File: config.mk
export PLATFORM = sky130hd
export DESIGN_NAME = glyph_atlas_mono_expand_packer_top
export DESIGN_NICKNAME = d
export VERILOG_FILES = /design/src/hdl/gamep_pkg.sv /design/src/hdl/gamep_layout.sv /design/src/hdl/gamep_lane.sv /design/src/hdl/gamep_merge.sv /design/src/hdl/glyph_atlas_mono_expand_packer_top.sv
export SDC_FILE = /design/constraint.sdc
export NUM_CORES = 2
export LEC_CHECK = 0
export BUFFER_PORTS_ARGS = -buffer_cell sky130_fd_sc_hd__buf_2
export CORE_ASPECT_RATIO = 1.5
export CORE_MARGIN = 2
export CORE_UTILIZATION = 65
export DETAILED_ROUTE_END_ITERATION = 16
export PLACE_DENSITY = 0.79
export SYNTH_ARGS = -nofsm -noshare
export SYNTH_HDL_FRONTEND = slang
export SYNTH_HIERARCHICAL = 1
export SYNTH_SLANG_ARGS = --single-unit
File: constraint.sdc
create_clock -name clk -period 14.4 [get_ports clk]
set_clock_uncertainty 0.2 [all_clocks]
set_input_delay 1.44 -clock clk [delete_from_list [all_inputs] [get_ports clk]]
set_output_delay 1.44 -clock clk [all_outputs]
set_load 0.01 [all_outputs]
File: src/hdl/gamep_pkg.sv
`timescale 1ns / 1ps

package gamep_pkg;

    // Field widths of the ports
    localparam int BYTE_DATA_W = 8;
    localparam int PIX_X_W     = 11;
    localparam int PIX_Y_W     = 12;
    localparam int ALPHA_W     = 8;
    localparam int GLYPH_W     = 17;
    localparam int SIDE_W      = 10;

    // Configuration port
    localparam int CFG_IDX_W  = 3;
    localparam int CFG_DATA_W = 17;

    localparam logic [CFG_IDX_W-1:0] REG_WIDE_COUNT    = 3'd0;
    localparam logic [CFG_IDX_W-1:0] REG_WIDE_WIDTH    = 3'd1;
    localparam logic [CFG_IDX_W-1:0] REG_WIDE_HEIGHT   = 3'd2;
    localparam logic [CFG_IDX_W-1:0] REG_NARROW_WIDTH  = 3'd3;
    localparam logic [CFG_IDX_W-1:0] REG_NARROW_HEIGHT = 3'd4;

    localparam logic [GLYPH_W-1:0] RST_WIDE_COUNT    = 17'd1;
    localparam logic [SIDE_W-1:0]  RST_WIDE_WIDTH    = 10'd16;
    localparam logic [SIDE_W-1:0]  RST_WIDE_HEIGHT   = 10'd16;
    localparam logic [SIDE_W-1:0]  RST_NARROW_WIDTH  = 10'd8;
    localparam logic [SIDE_W-1:0]  RST_NARROW_HEIGHT = 10'd16;

    localparam int WIDE_COUNT_LIMIT = 65536;

    // One lane per bit of a bitmap byte
    localparam int LANES      = 8;
    localparam int LANE_IDX_W = 3;

    localparam logic [ALPHA_W-1:0] ALPHA_OPAQUE = 8'd255;

    // One accepted byte with its placement, shared by all lanes
    typedef struct packed {
        logic [PIX_X_W-1:0]     px_base;
        logic [PIX_Y_W-1:0]     py;
        logic [GLYPH_W-1:0]     glyph;
        logic                   wide;
        logic [PIX_X_W-1:0]     ox;
        logic [PIX_Y_W-1:0]     oy;
        logic                   err;
        logic [BYTE_DATA_W-1:0] bits;
        logic [LANE_IDX_W-1:0]  last_idx;
    } bundle_t;

    // One pixel write
    typedef struct packed {
        logic [PIX_X_W-1:0] pixel_x;
        logic [PIX_Y_W-1:0] pixel_y;
        logic               red;
        logic [ALPHA_W-1:0] alpha;
        logic [GLYPH_W-1:0] glyph;
        logic               wide;
        logic [PIX_X_W-1:0] ox;
        logic [PIX_Y_W-1:0] oy;
        logic               err;
        logic               last;
    } result_t;

    // Layout checker status
    typedef struct packed {
        logic busy;
        logic ok;
    } lay_stat_t;

endpackage

File: src/hdl/gamep_layout.sv
`timescale 1ns / 1ps

module gamep_layout #(
    parameter int ATLAS_WIDTH      = 2048,
    parameter int MAX_ATLAS_HEIGHT = 4096,
    parameter int NARROW_GLYPHS    = 256,
    parameter int MAX_GLYPH_SIDE   = 512
) (
    input  logic                               clk,
    input  logic                               rst_n,
    input  logic                               start,
    input  logic [gamep_pkg::GLYPH_W-1:0]      wide_count,
    input  logic [gamep_pkg::SIDE_W-1:0]       wide_width,
    input  logic [gamep_pkg::SIDE_W-1:0]       wide_height,
    input  logic [gamep_pkg::SIDE_W-1:0]       narrow_width,
    input  logic [gamep_pkg::SIDE_W-1:0]       narrow_height,
    output gamep_pkg::lay_stat_t               stat,
    output logic [$clog2(MAX_ATLAS_HEIGHT):0]  narrow_top
);
    import gamep_pkg::*;

    localparam int YW     = $clog2(MAX_ATLAS_HEIGHT) + 1;
    localparam int DIV_W  = $clog2(WIDE_COUNT_LIMIT + ATLAS_WIDTH);
    localparam int STEP_W = $clog2(DIV_W);
    localparam int PW     = DIV_W + SIDE_W;

    localparam logic [2:0] ST_IDLE  = 3'd0;
    localparam logic [2:0] ST_DIV   = 3'd1;
    localparam logic [2:0] ST_MUL_W = 3'd2;
    localparam logic [2:0] ST_MUL_N = 3'd3;
    localparam logic [2:0] ST_CHECK = 3'd4;

    localparam logic [1:0] PH_WIDE_PER_ROW   = 2'd0;
    localparam logic [1:0] PH_WIDE_ROWS      = 2'd1;
    localparam logic [1:0] PH_NARROW_PER_ROW = 2'd2;
    localparam logic [1:0] PH_NARROW_ROWS    = 2'd3;

    logic [2:0]        state_reg;
    logic [1:0]        phase_reg;
    logic              ok_reg;
    logic [STEP_W-1:0] step_reg;
    logic [DIV_W-1:0]  rem_reg;
    logic [DIV_W-1:0]  quo_reg;
    logic [DIV_W-1:0]  dvs_reg;
    logic [DIV_W-1:0]  wrows_reg;
    logic [DIV_W-1:0]  nrows_reg;
    logic [PW-1:0]     prod_w_reg;
    logic [PW-1:0]     prod_n_reg;
    logic [YW-1:0]     top_reg;

    logic              sides_ok;
    logic [DIV_W:0]    trial;
    logic              ge;
    logic [DIV_W-1:0]  rem_step;
    logic [DIV_W-1:0]  q;
    logic              div_last;
    logic              div_load;
    logic              fail;
    logic [DIV_W-1:0]  ld_dividend;
    logic [DIV_W-1:0]  ld_divisor;
    logic [PW:0]       need;

    // Range checks that need no division
    assign sides_ok = (wide_count != '0) && (wide_count <= GLYPH_W'(WIDE_COUNT_LIMIT))
        && (wide_width != '0) && (wide_width <= SIDE_W'(MAX_GLYPH_SIDE))
        && (wide_height != '0) && (wide_height <= SIDE_W'(MAX_GLYPH_SIDE))
        && (narrow_width != '0) && (narrow_width <= SIDE_W'(MAX_GLYPH_SIDE))
        && (narrow_height != '0) && (narrow_height <= SIDE_W'(MAX_GLYPH_SIDE));

    // Restoring divider, one quotient bit per cycle
    assign trial    = {rem_reg, quo_reg[DIV_W-1]};
    assign ge       = trial >= {1'b0, dvs_reg};
    assign rem_step = ge ? DIV_W'(trial - {1'b0, dvs_reg}) : trial[DIV_W-1:0];
    assign q        = {quo_reg[DIV_W-2:0], ge};
    assign div_last = (state_reg == ST_DIV) && (step_reg == '0);

    assign need = (PW+1)'(prod_w_reg) + (PW+1)'(prod_n_reg);

    // Pick the next division of the sequence
    always_comb
    begin
        div_load    = 1'b0;
        fail        = 1'b0;
        ld_dividend = DIV_W'(ATLAS_WIDTH);
        ld_divisor  = DIV_W'(wide_width);
        if (start)
        begin
            div_load = sides_ok;
        end
        else if (div_last)
        begin
            case (phase_reg)
                PH_WIDE_PER_ROW:
                begin
                    fail        = (q == '0);
                    div_load    = (q != '0);
                    ld_dividend = DIV_W'(wide_count) + q - DIV_W'(1);
                    ld_divisor  = q;
                end
                PH_WIDE_ROWS:
                begin
                    div_load    = 1'b1;
                    ld_dividend = DIV_W'(ATLAS_WIDTH);
                    ld_divisor  = DIV_W'(narrow_width);
                end
                PH_NARROW_PER_ROW:
                begin
                    fail        = (q == '0);
                    div_load    = (q != '0);
                    ld_dividend = DIV_W'(NARROW_GLYPHS) + q - DIV_W'(1);
                    ld_divisor  = q;
                end
                default:
                begin
                    div_load = 1'b0;
                end
            endcase
        end
    end

    // Sequence the check
    always_ff @(posedge clk or negedge rst_n)
    begin
        if (!rst_n)
        begin
            state_reg <= ST_IDLE;
            phase_reg <= PH_WIDE_PER_ROW;
            ok_reg    <= 1'b0;
        end
        else if (start)
        begin
            ok_reg    <= 1'b0;
            phase_reg <= PH_WIDE_PER_ROW;
            state_reg <= sides_ok ? ST_DIV : ST_IDLE;
        end
        else
        begin
            case (state_reg)
                ST_DIV:
                begin
                    if (div_last)
                    begin
                        if (fail)
                        begin
                            state_reg <= ST_IDLE;
                        end
                        else if (phase_reg == PH_NARROW_ROWS)
                        begin
                            state_reg <= ST_MUL_W;
                        end
                        else
                        begin
                            phase_reg <= phase_reg + 2'd1;
                        end
                    end
                end
                ST_MUL_W:
                begin
                    state_reg <= ST_MUL_N;
                end
                ST_MUL_N:
                begin
                    state_reg <= ST_CHECK;
                end
                ST_CHECK:
                begin
                    ok_reg    <= need <= (PW+1)'(MAX_ATLAS_HEIGHT);
                    state_reg <= ST_IDLE;
                end
                default:
                begin
                    state_reg <= ST_IDLE;
                end
            endcase
        end
    end

    // Divider and product datapath
    always_ff @(posedge clk)
    begin
        if (div_load)
        begin
            rem_reg  <= '0;
            quo_reg  <= ld_dividend;
            dvs_reg  <= ld_divisor;
            step_reg <= STEP_W'(DIV_W - 1);
        end
        else if (state_reg == ST_DIV)
        begin
            rem_reg  <= rem_step;
            quo_reg  <= q;
            step_reg <= step_reg - STEP_W'(1);
        end
        if (div_last && (phase_reg == PH_WIDE_ROWS))
        begin
            wrows_reg <= q;
        end
        if (div_last && (phase_reg == PH_NARROW_ROWS))
        begin
            nrows_reg <= q;
        end
        if (state_reg == ST_MUL_W)
        begin
            prod_w_reg <= PW'(wrows_reg * wide_height);
        end
        if (state_reg == ST_MUL_N)
        begin
            prod_n_reg <= PW'(nrows_reg * narrow_height);
        end
        if (state_reg == ST_CHECK)
        begin
            top_reg <= YW'(prod_w_reg);
        end
    end

    assign stat.busy  = start || (state_reg != ST_IDLE);
    assign stat.ok    = ok_reg;
    assign narrow_top = top_reg;

endmodule

File: src/hdl/gamep_lane.sv
`timescale 1ns / 1ps

module gamep_lane (
    input  gamep_pkg::bundle_t                 bun,
    input  logic [gamep_pkg::LANE_IDX_W-1:0]   lane_idx,
    output gamep_pkg::result_t                 res
);
    import gamep_pkg::*;

    logic [BYTE_DATA_W-1:0] bit_sel;
    logic                   fg;

    // Bit 7 is the leftmost pixel
    assign bit_sel = bun.bits >> (LANE_IDX_W'(BYTE_DATA_W - 1) - lane_idx);
    assign fg      = bit_sel[0];

    // Expand one bit, or flag the layout error with last set and every other field zero
    always_comb
    begin
        if (bun.err)
        begin
            res      = '0;
            res.err  = 1'b1;
            res.last = 1'b1;
        end
        else
        begin
            res.pixel_x = bun.px_base + PIX_X_W'(lane_idx);
            res.pixel_y = bun.py;
            res.red     = fg;
            res.alpha   = fg ? ALPHA_OPAQUE : '0;
            res.glyph   = bun.glyph;
            res.wide    = bun.wide;
            res.ox      = bun.ox;
            res.oy      = bun.oy;
            res.err     = 1'b0;
            res.last    = (lane_idx == bun.last_idx);
        end
    end

endmodule

File: src/hdl/gamep_merge.sv
`timescale 1ns / 1ps

module gamep_merge (
    input  logic                               clk,
    input  logic                               rst_n,
    input  logic                               bun_valid,
    input  logic [gamep_pkg::LANE_IDX_W-1:0]   last_idx,
    input  gamep_pkg::result_t                 lane_res [gamep_pkg::LANES],
    input  logic                               out_stall,
    output logic                               out_valid,
    output gamep_pkg::result_t                 res,
    output logic                               bun_done
);
    import gamep_pkg::*;

    logic [LANE_IDX_W-1:0] idx_reg;
    logic                  valid_reg;
    result_t               res_reg;
    logic                  load;

    // Take the next lane whenever the output register is free or draining
    assign load     = bun_valid && (!valid_reg || !out_stall);
    assign bun_done = load && (idx_reg == last_idx);

    always_ff @(posedge clk or negedge rst_n)
    begin
        if (!rst_n)
        begin
            idx_reg   <= '0;
            valid_reg <= 1'b0;
        end
        else if (load)
        begin
            valid_reg <= 1'b1;
            idx_reg   <= bun_done ? '0 : idx_reg + LANE_IDX_W'(1);
        end
        else if (!out_stall)
        begin
            valid_reg <= 1'b0;
        end
    end

    // Hold the result until its transfer
    always_ff @(posedge clk)
    begin
        if (load)
        begin
            res_reg <= lane_res[idx_reg];
        end
    end

    assign out_valid = valid_reg;
    assign res       = res_reg;

endmodule

File: src/hdl/glyph_atlas_mono_expand_packer_top.sv
`timescale 1ns / 1ps
// The first pixel write of a byte passes through the bundle register and then the output register.
// One pixel write per cycle while out_stall is low; a byte gives as many writes as it has
// pixels (1 to 8, 8 for a full byte); eight bit lanes feed one output register.
// Reset clears the packing state and loads the default registers; the layout check
// then runs (up to four 17-step serial divisions, then two multiplies),
// and again after each register write, with in_stall high meanwhile.
module glyph_atlas_mono_expand_packer_top #(
    parameter int ATLAS_WIDTH      = 2048,
    parameter int MAX_ATLAS_HEIGHT = 4096,
    parameter int NARROW_GLYPHS    = 256,
    parameter int MAX_GLYPH_SIDE   = 512
) (
    input  logic                                 clk,
    input  logic                                 rst_n,
    input  logic                                 cfg_write,
    input  logic [gamep_pkg::CFG_IDX_W-1:0]      cfg_index,
    input  logic [gamep_pkg::CFG_DATA_W-1:0]     cfg_data,
    input  logic                                 in_valid,
    output logic                                 in_stall,
    input  logic [gamep_pkg::BYTE_DATA_W-1:0]    bitmap_byte,
    output logic                                 out_valid,
    input  logic                                 out_stall,
    output logic [gamep_pkg::PIX_X_W-1:0]        pixel_x,
    output logic [gamep_pkg::PIX_Y_W-1:0]        pixel_y,
    output logic                                 red_value,
    output logic [gamep_pkg::ALPHA_W-1:0]        alpha_value,
    output logic [gamep_pkg::GLYPH_W-1:0]        glyph_number,
    output logic                                 is_wide,
    output logic [gamep_pkg::PIX_X_W-1:0]        origin_x,
    output logic [gamep_pkg::PIX_Y_W-1:0]        origin_y,
    output logic                                 layout_error,
    output logic                                 last_of_byte
);
    import gamep_pkg::*;

    localparam int XW     = $clog2(ATLAS_WIDTH) + 1;
    localparam int YW     = $clog2(MAX_ATLAS_HEIGHT) + 1;
    localparam int ROW_W  = $clog2(MAX_GLYPH_SIDE);
    localparam int BYTE_W = $clog2((MAX_GLYPH_SIDE + 7) / 8 + 1);
    localparam int BASE_W = BYTE_W + 3;

    // Configuration registers
    logic [GLYPH_W-1:0] wide_count_reg;
    logic [SIDE_W-1:0]  wide_width_reg;
    logic [SIDE_W-1:0]  wide_height_reg;
    logic [SIDE_W-1:0]  narrow_width_reg;
    logic [SIDE_W-1:0]  narrow_height_reg;
    logic               start_reg;

    // Packing state
    logic [XW-1:0]      cx_reg;
    logic [YW-1:0]      cy_reg;
    logic [GLYPH_W-1:0] glyph_reg;
    logic [ROW_W-1:0]   row_reg;
    logic [BYTE_W-1:0]  byte_reg;
    logic               narrow_reg;

    logic               bun_valid_reg;
    bundle_t            bun_reg;

    lay_stat_t          lay_stat;
    logic [YW-1:0]      narrow_top;
    logic               cfg_hit;
    logic               in_xfer;
    logic               bun_done;

    logic [SIDE_W-1:0]  w;
    logic [SIDE_W-1:0]  h;
    logic [SIDE_W-1:0]  bpr;
    logic               wrap;
    logic [XW-1:0]      cx_eff;
    logic [YW-1:0]      cy_eff;
    logic [BASE_W-1:0]  base;
    logic [SIDE_W:0]    rem;
    logic [LANE_IDX_W-1:0] last_idx;
    logic [XW:0]        x0;
    logic [YW-1:0]      y0;
    logic               byte_last;
    logic               row_last;
    logic [GLYPH_W:0]   glyph_inc;
    logic               wide_end;
    logic               pack_end;
    bundle_t            bun_next;

    result_t            lane_res [LANES];
    result_t            res;

    assign cfg_hit = cfg_write && (cfg_index == REG_WIDE_COUNT || cfg_index == REG_WIDE_WIDTH
        || cfg_index == REG_WIDE_HEIGHT || cfg_index == REG_NARROW_WIDTH
        || cfg_index == REG_NARROW_HEIGHT);

    assign in_stall = lay_stat.busy || cfg_write || (bun_valid_reg && !bun_done);
    assign in_xfer  = in_valid && !in_stall;

    // Sizes of the current phase
    assign w   = narrow_reg ? narrow_width_reg : wide_width_reg;
    assign h   = narrow_reg ? narrow_height_reg : wide_height_reg;
    assign bpr = (w + SIDE_W'(7)) >> 3;

    // Wrap to the next glyph row before the first byte of a glyph
    assign wrap   = (row_reg == '0) && (byte_reg == '0)
        && ((XW+1)'(cx_reg) + (XW+1)'(w) > (XW+1)'(ATLAS_WIDTH));
    assign cx_eff = wrap ? '0 : cx_reg;
    assign cy_eff = wrap ? YW'(cy_reg + YW'(h)) : cy_reg;

    // Pixels of this byte that lie inside the glyph
    assign base = {byte_reg, 3'b000};
    assign rem  = (SIDE_W+1)'(w) - (SIDE_W+1)'(base);
    always_comb
    begin
        if ((SIDE_W+1)'(base) >= (SIDE_W+1)'(w))
        begin
            last_idx = '0;
        end
        else if (rem >= (SIDE_W+1)'(LANES))
        begin
            last_idx = LANE_IDX_W'(LANES - 1);
        end
        else
        begin
            last_idx = LANE_IDX_W'(rem - (SIDE_W+1)'(1));
        end
    end

    assign x0 = (XW+1)'(cx_eff) + (XW+1)'(base);
    assign y0 = cy_eff + YW'(row_reg);

    assign byte_last = (SIDE_W'(byte_reg) + SIDE_W'(1)) >= bpr;
    assign row_last  = ((SIDE_W+1)'(row_reg) + (SIDE_W+1)'(1)) >= (SIDE_W+1)'(h);
    assign glyph_inc = (GLYPH_W+1)'(glyph_reg) + (GLYPH_W+1)'(1);
    assign wide_end  = !narrow_reg && (glyph_inc >= (GLYPH_W+1)'(wide_count_reg));
    assign pack_end  = narrow_reg && (glyph_inc >= (GLYPH_W+1)'(wide_count_reg)
        + (GLYPH_W+1)'(NARROW_GLYPHS));

    // Assemble the byte's bundle for the lanes
    always_comb
    begin
        bun_next = '0;
        if (!lay_stat.ok)
        begin
            bun_next.err = 1'b1;
        end
        else
        begin
            bun_next.px_base  = PIX_X_W'(x0);
            bun_next.py       = PIX_Y_W'(y0);
            bun_next.glyph    = glyph_reg;
            bun_next.wide     = !narrow_reg;
            bun_next.ox       = PIX_X_W'(cx_eff);
            bun_next.oy       = PIX_Y_W'(cy_eff);
            bun_next.bits     = bitmap_byte;
            bun_next.last_idx = last_idx;
        end
    end

    // Write configuration and restart the check
    always_ff @(posedge clk or negedge rst_n)
    begin
        if (!rst_n)
        begin
            wide_count_reg    <= RST_WIDE_COUNT;
            wide_width_reg    <= RST_WIDE_WIDTH;
            wide_height_reg   <= RST_WIDE_HEIGHT;
            narrow_width_reg  <= RST_NARROW_WIDTH;
            narrow_height_reg <= RST_NARROW_HEIGHT;
            start_reg         <= 1'b1;
        end
        else
        begin
            start_reg <= cfg_hit;
            if (cfg_write)
            begin
                case (cfg_index)
                    REG_WIDE_COUNT:    wide_count_reg    <= cfg_data;
                    REG_WIDE_WIDTH:    wide_width_reg    <= cfg_data[SIDE_W-1:0];
                    REG_WIDE_HEIGHT:   wide_height_reg   <= cfg_data[SIDE_W-1:0];
                    REG_NARROW_WIDTH:  narrow_width_reg  <= cfg_data[SIDE_W-1:0];
                    REG_NARROW_HEIGHT: narrow_height_reg <= cfg_data[SIDE_W-1:0];
                    default:           ;
                endcase
            end
        end
    end

    // Advance the placement cursor on each byte transfer while the layout is valid
    always_ff @(posedge clk or negedge rst_n)
    begin
        if (!rst_n)
        begin
            cx_reg     <= '0;
            cy_reg     <= '0;
            glyph_reg  <= '0;
            row_reg    <= '0;
            byte_reg   <= '0;
            narrow_reg <= 1'b0;
        end
        else if (cfg_hit)
        begin
            cx_reg     <= '0;
            cy_reg     <= '0;
            glyph_reg  <= '0;
            row_reg    <= '0;
            byte_reg   <= '0;
            narrow_reg <= 1'b0;
        end
        else if (in_xfer && lay_stat.ok)
        begin
            cx_reg <= cx_eff;
            cy_reg <= cy_eff;
            if (!byte_last)
            begin
                byte_reg <= byte_reg + BYTE_W'(1);
            end
            else
            begin
                byte_reg <= '0;
                if (!row_last)
                begin
                    row_reg <= row_reg + ROW_W'(1);
                end
                else
                begin
                    row_reg   <= '0;
                    cx_reg    <= XW'(cx_eff + XW'(w));
                    glyph_reg <= GLYPH_W'(glyph_inc);
                    if (wide_end)
                    begin
                        narrow_reg <= 1'b1;
                        cx_reg     <= '0;
                        cy_reg     <= narrow_top;
                    end
                    else if (pack_end)
                    begin
                        cx_reg     <= '0;
                        cy_reg     <= '0;
                        glyph_reg  <= '0;
                        narrow_reg <= 1'b0;
                    end
                end
            end
        end
    end

    // Hold the bundle until its last pixel moves to the output
    always_ff @(posedge clk or negedge rst_n)
    begin
        if (!rst_n)
        begin
            bun_valid_reg <= 1'b0;
        end
        else if (in_xfer)
        begin
            bun_valid_reg <= 1'b1;
        end
        else if (bun_done)
        begin
            bun_valid_reg <= 1'b0;
        end
    end

    always_ff @(posedge clk)
    begin
        if (in_xfer)
        begin
            bun_reg <= bun_next;
        end
    end

    gamep_layout #(
        .ATLAS_WIDTH      (ATLAS_WIDTH),
        .MAX_ATLAS_HEIGHT (MAX_ATLAS_HEIGHT),
        .NARROW_GLYPHS    (NARROW_GLYPHS),
        .MAX_GLYPH_SIDE   (MAX_GLYPH_SIDE)
    ) u_layout (
        .clk           (clk),
        .rst_n         (rst_n),
        .start         (start_reg),
        .wide_count    (wide_count_reg),
        .wide_width    (wide_width_reg),
        .wide_height   (wide_height_reg),
        .narrow_width  (narrow_width_reg),
        .narrow_height (narrow_height_reg),
        .stat          (lay_stat),
        .narrow_top    (narrow_top)
    );

    // One lane per bit of the byte
    for (genvar i = 0; i < LANES; i++)
    begin : g_lane
        gamep_lane u_lane (
            .bun      (bun_reg),
            .lane_idx (LANE_IDX_W'(i)),
            .res      (lane_res[i])
        );
    end

    gamep_merge u_merge (
        .clk       (clk),
        .rst_n     (rst_n),
        .bun_valid (bun_valid_reg),
        .last_idx  (bun_reg.last_idx),
        .lane_res  (lane_res),
        .out_stall (out_stall),
        .out_valid (out_valid),
        .res       (res),
        .bun_done  (bun_done)
    );

    assign pixel_x      = res.pixel_x;
    assign pixel_y      = res.pixel_y;
    assign red_value    = res.red;
    assign alpha_value  = res.alpha;
    assign glyph_number = res.glyph;
    assign is_wide      = res.wide;
    assign origin_x     = res.ox;
    assign origin_y     = res.oy;
    assign layout_error = res.err;
    assign last_of_byte = res.last;

endmodule
== Word level (Yosys, flattened, before mapping) ==
Cells that the tools add are included.

* $lt $le $gt $ge: 15
* Mux-type cells: 89
* Equal/unequal tests: 24
* Reduce and logical (&&, ||, !) cells: 71
* Add/subtract/negate cells: 30
* Bitwise gates (word level): 3
* $mul: 2

{| class="wikitable"
|+ Operator list
! cell !! count
|-
| two-way mux 75 bit || 10
|-
| binary-select mux 75 bit (select 3 bit) || 1
|-
| two-way mux 17 bit || 11
|-
| two-way mux 13 bit || 7
|-
| two-way mux 12 bit || 7
|-
| case mux 17 bit (2 select lines) || 2
|-
| two-way mux 8 bit || 8
|-
| multiplier 17 x 10 -> 27 bit || 2
|-
| adder 11 x 3 -> 11 bit (second input constant) || 4
|-
| <= comparator 10 bit (second input constant) || 4
|-
| two-way mux 10 bit || 4
|-
| nonzero test 10 bit || 4
|-
| >= comparator 18 x 17 -> 1 bit || 2
|-
| two-way mux 9 bit || 4
|-
| nonzero test 17 bit || 2
|-
| subtractor 17 x 1 -> 17 bit (second input constant) || 2
|-
| adder 27 x 27 -> 28 bit || 1
|-
| <= comparator 28 x 13 -> 1 bit (second input constant) || 1
|-
| adder 11 x 2 -> 11 bit (second input constant) || 2
|-
| logical AND 1 bit || 22
|-
| two-way mux 7 bit || 3
|-
| >= comparator 10 bit || 2
|-
| two-way mux 1 bit || 19
|-
| adder 17 x 1 -> 18 bit (second input constant) || 1
|-
| 59 further kinds || 109
|}

* Word-level logic and storage cells: 281
* Input bits: 33
* Bits in registers: 436

== Longest topological paths before layout ==
* Depth after elaboration: 12
* Depth in mapped cells: 29

== Hierarchy ==
Netlist, hierarchy kept.

{| class="wikitable"
|+ By module, submodules not included
! module !! times used !! area an instance (um2) !! cells an instance
|-
| gamep_layout || 1 || 20667.3 || 2250
|-
| glyph_atlas_mono_expand_packer_top || 1 || 12130.4 || 1227
|-
| gamep_merge || 1 || 7314.5 || 369
|-
| gamep_lane || 8 || 835.8 || 125
|}

== Worst setup path before layout ==
No wires, ideal clock.

* Path kind: register to register
* From: reg narrow_reg
* To: reg cx_reg[10]
* Path slack: 7752 ps
* Data required time: 14082 ps
* Clock period less this slack: 6648 ps
* Cell stages (with the launch flop): 27
* Setup time: 118 ps
* Arrival time: 6330 ps
* Path through: dfrtp_1 > clkbuf_1 > buf_1 > mux2i_1 > inv_1 > ha_1 > fa_1 > a21o_1 > a22o_1 > a2111o_1 > mux2i_1 > nand4_2 > o21ai_2 > clkbuf_1 > clkbuf_1 > and2_1 > ha_1 > a21oi_1 > nand2_1 > maj3_1 > o21a_1 > a21o_1 > maj3_1 > o211ai_2 > a21boi_1 > o311a_1 > a21o_1

* Word-level cells in the longest chain between the ends: 12
* Elaborated cells between the ends (all ways): 19
* Classes of those cells: 3 x add/sub; 3 x order compare; 9 x mux; 4 x reduce/logical

{| class="wikitable"
|+ RTL lines
! item !! RTL line !! source
|-
| start: declaration || glyph_atlas_mono_expand_packer_top.sv:57 || <nowiki>logic narrow_reg;</nowiki>
|-
| start signal: assignment || glyph_atlas_mono_expand_packer_top.sv:196 || <nowiki>narrow_reg <= 1'b0;</nowiki>
|-
| start signal: assignment || glyph_atlas_mono_expand_packer_top.sv:205 || <nowiki>narrow_reg <= 1'b0;</nowiki>
|-
| start signal: assignment || glyph_atlas_mono_expand_packer_top.sv:229 || <nowiki>narrow_reg <= 1'b1;</nowiki>
|-
| two-way mux 10 bit || glyph_atlas_mono_expand_packer_top.sv:97 || <nowiki>assign w = narrow_reg ? narrow_width_reg : wide_width_reg;</nowiki>
|-
| adder 12 x 10 -> 13 bit || glyph_atlas_mono_expand_packer_top.sv:103 || <nowiki>&& ((XW+1)'(cx_reg) + (XW+1)'(w) > (XW+1)'(ATLAS_WIDTH));</nowiki>
|-
| > comparator 13 x 12 -> 1 bit || glyph_atlas_mono_expand_packer_top.sv:103 ||
|-
| logical AND 1 bit || glyph_atlas_mono_expand_packer_top.sv:103 ||
|-
| two-way mux 12 bit || glyph_atlas_mono_expand_packer_top.sv:104 || <nowiki>assign cx_eff = wrap ? '0 : cx_reg;</nowiki>
|-
| net cx_eff[2] || glyph_atlas_mono_expand_packer_top.sv:72 || <nowiki>logic [XW-1:0] cx_eff;</nowiki>
|-
| adder 12 x 10 -> 12 bit || glyph_atlas_mono_expand_packer_top.sv:225 || <nowiki>cx_reg <= XW'(cx_eff + XW'(w));</nowiki>
|-
| two-way mux 12 bit || glyph_atlas_mono_expand_packer_top.sv:233 || <nowiki>else if (pack_end)</nowiki>
|-
| two-way mux 12 bit || glyph_atlas_mono_expand_packer_top.sv:227 || <nowiki>if (wide_end)</nowiki>
|-
| two-way mux 12 bit || glyph_atlas_mono_expand_packer_top.sv:218 || <nowiki>if (!row_last)</nowiki>
|-
| two-way mux 12 bit || glyph_atlas_mono_expand_packer_top.sv:211 || <nowiki>if (!byte_last)</nowiki>
|-
| two-way mux 12 bit || glyph_atlas_mono_expand_packer_top.sv:207 || <nowiki>else if (in_xfer && lay_stat.ok)</nowiki>
|-
| two-way mux 12 bit || glyph_atlas_mono_expand_packer_top.sv:198 || <nowiki>else if (cfg_hit)</nowiki>
|-
| end signal: assignment || glyph_atlas_mono_expand_packer_top.sv:225 ||
|-
| end: declaration || glyph_atlas_mono_expand_packer_top.sv:52 || <nowiki>logic [XW-1:0] cx_reg;</nowiki>
|}

The timed path passes the listed nets, and every way through them passes these cells. The select of a mux whose other input is x is not followed.
A chain may end at the register's enable or synchronous reset.

== Worst setup path after layout ==
Same ends and word-level chain as after synthesis.

==> results.yml <==
die:
  dieArea_sq_um: 74200
  coreArea_sq_um: 71300
  die_h_um: 333
  io_pins: 110
  initial_utilization_pct: 65.6
  rows: 120
  die_w_um: 223
min_path:
  hold_class: "reg -> reg"
finish:
  utilization_pct: 68.9
  seq_area_sq_um: 12100
  fillCellCount: 5396
  areaGrowthSynthToFinish_pct: 5.10
  multi_input_area_sq_um: 31800
  largest_reg_flops: 75
  drive_gt1_share_pct: 12.0
  final_nets: 5449
  diodes: 0
route:
  drc: 0
  dr.pass1.iters: 5
  routed_via_density: 6.14
  wl_met2_mm: 60.5
  finalWirelength_mm: 118
  ant_nets: 0
  route.met3.wl_mm: 5.12
  routed.top_layer: "met5"
  wl_met1_mm: 41.9
  wl_per_cell_um: 20.3
  vias: 35500
  drtIter0Drc: 2476
timing:
  fin_crit_sh_pct: 47.8
  rsz0062_at_grt: "false"
  finalSetupViolCount: 0
  slew-limit-headroom_pct: 21.4
  fin_crit_ps: 6880
  slew_violations: 0
  hold_violations: 0
  max_freq_mhz: 145
  whs_ps: 278
  tightest_slew_ps: 1170
  fin_setup_tns_ps: 0
setup_path:
  worstPathArrival_ps: 7220
  crit_chain: "buf_4, mux2i_2, clkinv_1, ha_1, and3_1, a22o_1, a2111o_1, mux2i_1, nand4_2, o21ai_2, buf_4, and2_1, ha_1, a21oi_1, nand2_1, maj3_1, o21a_1, a21o_1, maj3_1, o211ai_2, a21boi_1, o311a_1, a21o_1"
  end_kind: "flop"
  crit_path_top_delay_cell: "mux2i_2"
  setup.worst_path.start_class: "flop"
  worst-path-max-fanout: 46
  worstPathRequired_ps: 14740
  path_class: "reg -> reg"
  critPathMaxStageDelay_ps: 640
grt:
  overflow: 0
  first_global_vias: 35400
  grt_max_degree: 138
  grt_util_all_layers_pct: 32.1
  grt_antenna_before_repair: 1
  grt_first_pass_wirelength_mm: 187
yosys:
  syn_inst: 4845
  syn-cell-area_sq_um: 46800
  synth.avg_cell_area_sq_um: 9.65
  yosysWarnings: 6
pwr:
  p_leak_nw: 20.8
  powerDensity_nw_per_um2: 188
  power_mw: 9.26
  vdd_drop_max_mv: 0.472
cts:
  clkTransAtPathRegs_ps: 60
  clk_path_buf_depth: 3
  clkLatencyLatePin_ps: 650
  cts-root-buf: "clkbuf_16"
  post-cts-setup-buffers: 0
  clock-sinks: 431
  postCtsHoldBufs: 0
  cts_resized: 0
  htree_levels: 2
  cts_tree: "done"
  cts_buffers: 46
placement:
  place_hpwl_mm: 87.3
  place_congestion: 0.969
  io_buffers: 109
status:
  status: "completed"
flow_run:
  cap_violations: 0
## metrics by stage
stage | cells | instance area (sq um) | setup slack [ps]
final | 5791 | 49200 | 7520
after global routing | 5791 | 49200 | 7020
after CTS | 5791 | 49200 | 7500
after detailed placement | 5705 | 47600 | 7520
after global placement | 5705 | 47600 | 7640
after floorplan | 4963 | 47200 | 7750
## report_power, final
part | switching (mW) | internal [mW]
clock network | 0.553 | 0.715
registers | 0.342 | 1.76
logic | 3.39 | 2.50
total | 4.28 | 4.98
## cells in the final DEF (no fill, tap or decap), types with 17 or more instances in the layout
master / instances
nor2_1: 238
and2_1: 230
nand2_1: 374
mux2i_1: 55
o21bai_1: 18
buf_2: 108
a21oi_1: 211
o21ai_0: 179
o21a_1: 17
and3_1: 33
nand2b_1: 27
xor2_1: 49
dfrtp_1: 118
conb_1: 120
a21o_1: 61
or4_1: 36
buf_4: 29
mux2_4: 67
edfxtp_1: 282
nor2b_1: 477
mux2_2: 75
o211ai_1: 25
xnor2_1: 151
nor4_1: 25
a211oi_1: 38
mux4_2: 151
o31ai_1: 47
or3_1: 23
nor3_1: 66
nand3_1: 78
inv_1: 447
clkbuf_16: 46
ha_1: 327
fa_1: 251
a31oi_1: 22
dfxtp_1: 22
nand4_1: 34
## worst max-delay path, delay by kind of cell (launching register included)
family | cells | cell delay [ps]
muxes | 2 | 870
adders and majority gates | 4 | 1480
AOI/OAI and AO/OA | 10 | 2040
buffers and inverters | 3 | 1180
DFF | 1 | 320
and+or+nand+nor | 4 | 690
## path summary, 6_finish.rpt
kind / endpoint / slack, ps / depth (start not counted) / start
hold / removal: u_layout/rem_reg[16]$_SDFFE_PN0P_ / 280 / 2 / u_layout/rem_reg[16]$_SDFFE_PN0P_
setup / recovery: cx_reg[10]$_DFFE_PN0P_ / 7520 / 23 / narrow_reg$_DFFE_PN0P_
hold reg to reg: u_layout/rem_reg[16]$_SDFFE_PN0P_ / 280 / 2 / u_layout/rem_reg[16]$_SDFFE_PN0P_
setup reg to reg: cx_reg[10]$_DFFE_PN0P_ / 7520 / 23 / narrow_reg$_DFFE_PN0P_
max in group asynchronous: u_merge/idx_reg[2]$_DFFE_PN0P_ / 12060 / 2 / rst_n
min in group asynchronous: wide_count_reg[12]$_DFFE_PN0P_ / 590 / 1 / rst_n
## cell type report
type	count	area share (%)
clock buffer	60	2.56
clock inverter	26	0.669
inverter	455	3.48
multi-input combinational	3765	64.7
sequential	431	24.6
tap	915	2.33
timing repair buffer	139	1.61
## routing by layer
metal  GRT usage (%)  vias to the layer above
li1                -                    16700
met1            34.4                    17300
met2            58.0                     1093
met3            3.73                      436
met4            23.6                        2
met5               0                        -
Power figures use the tool's default switching activity.
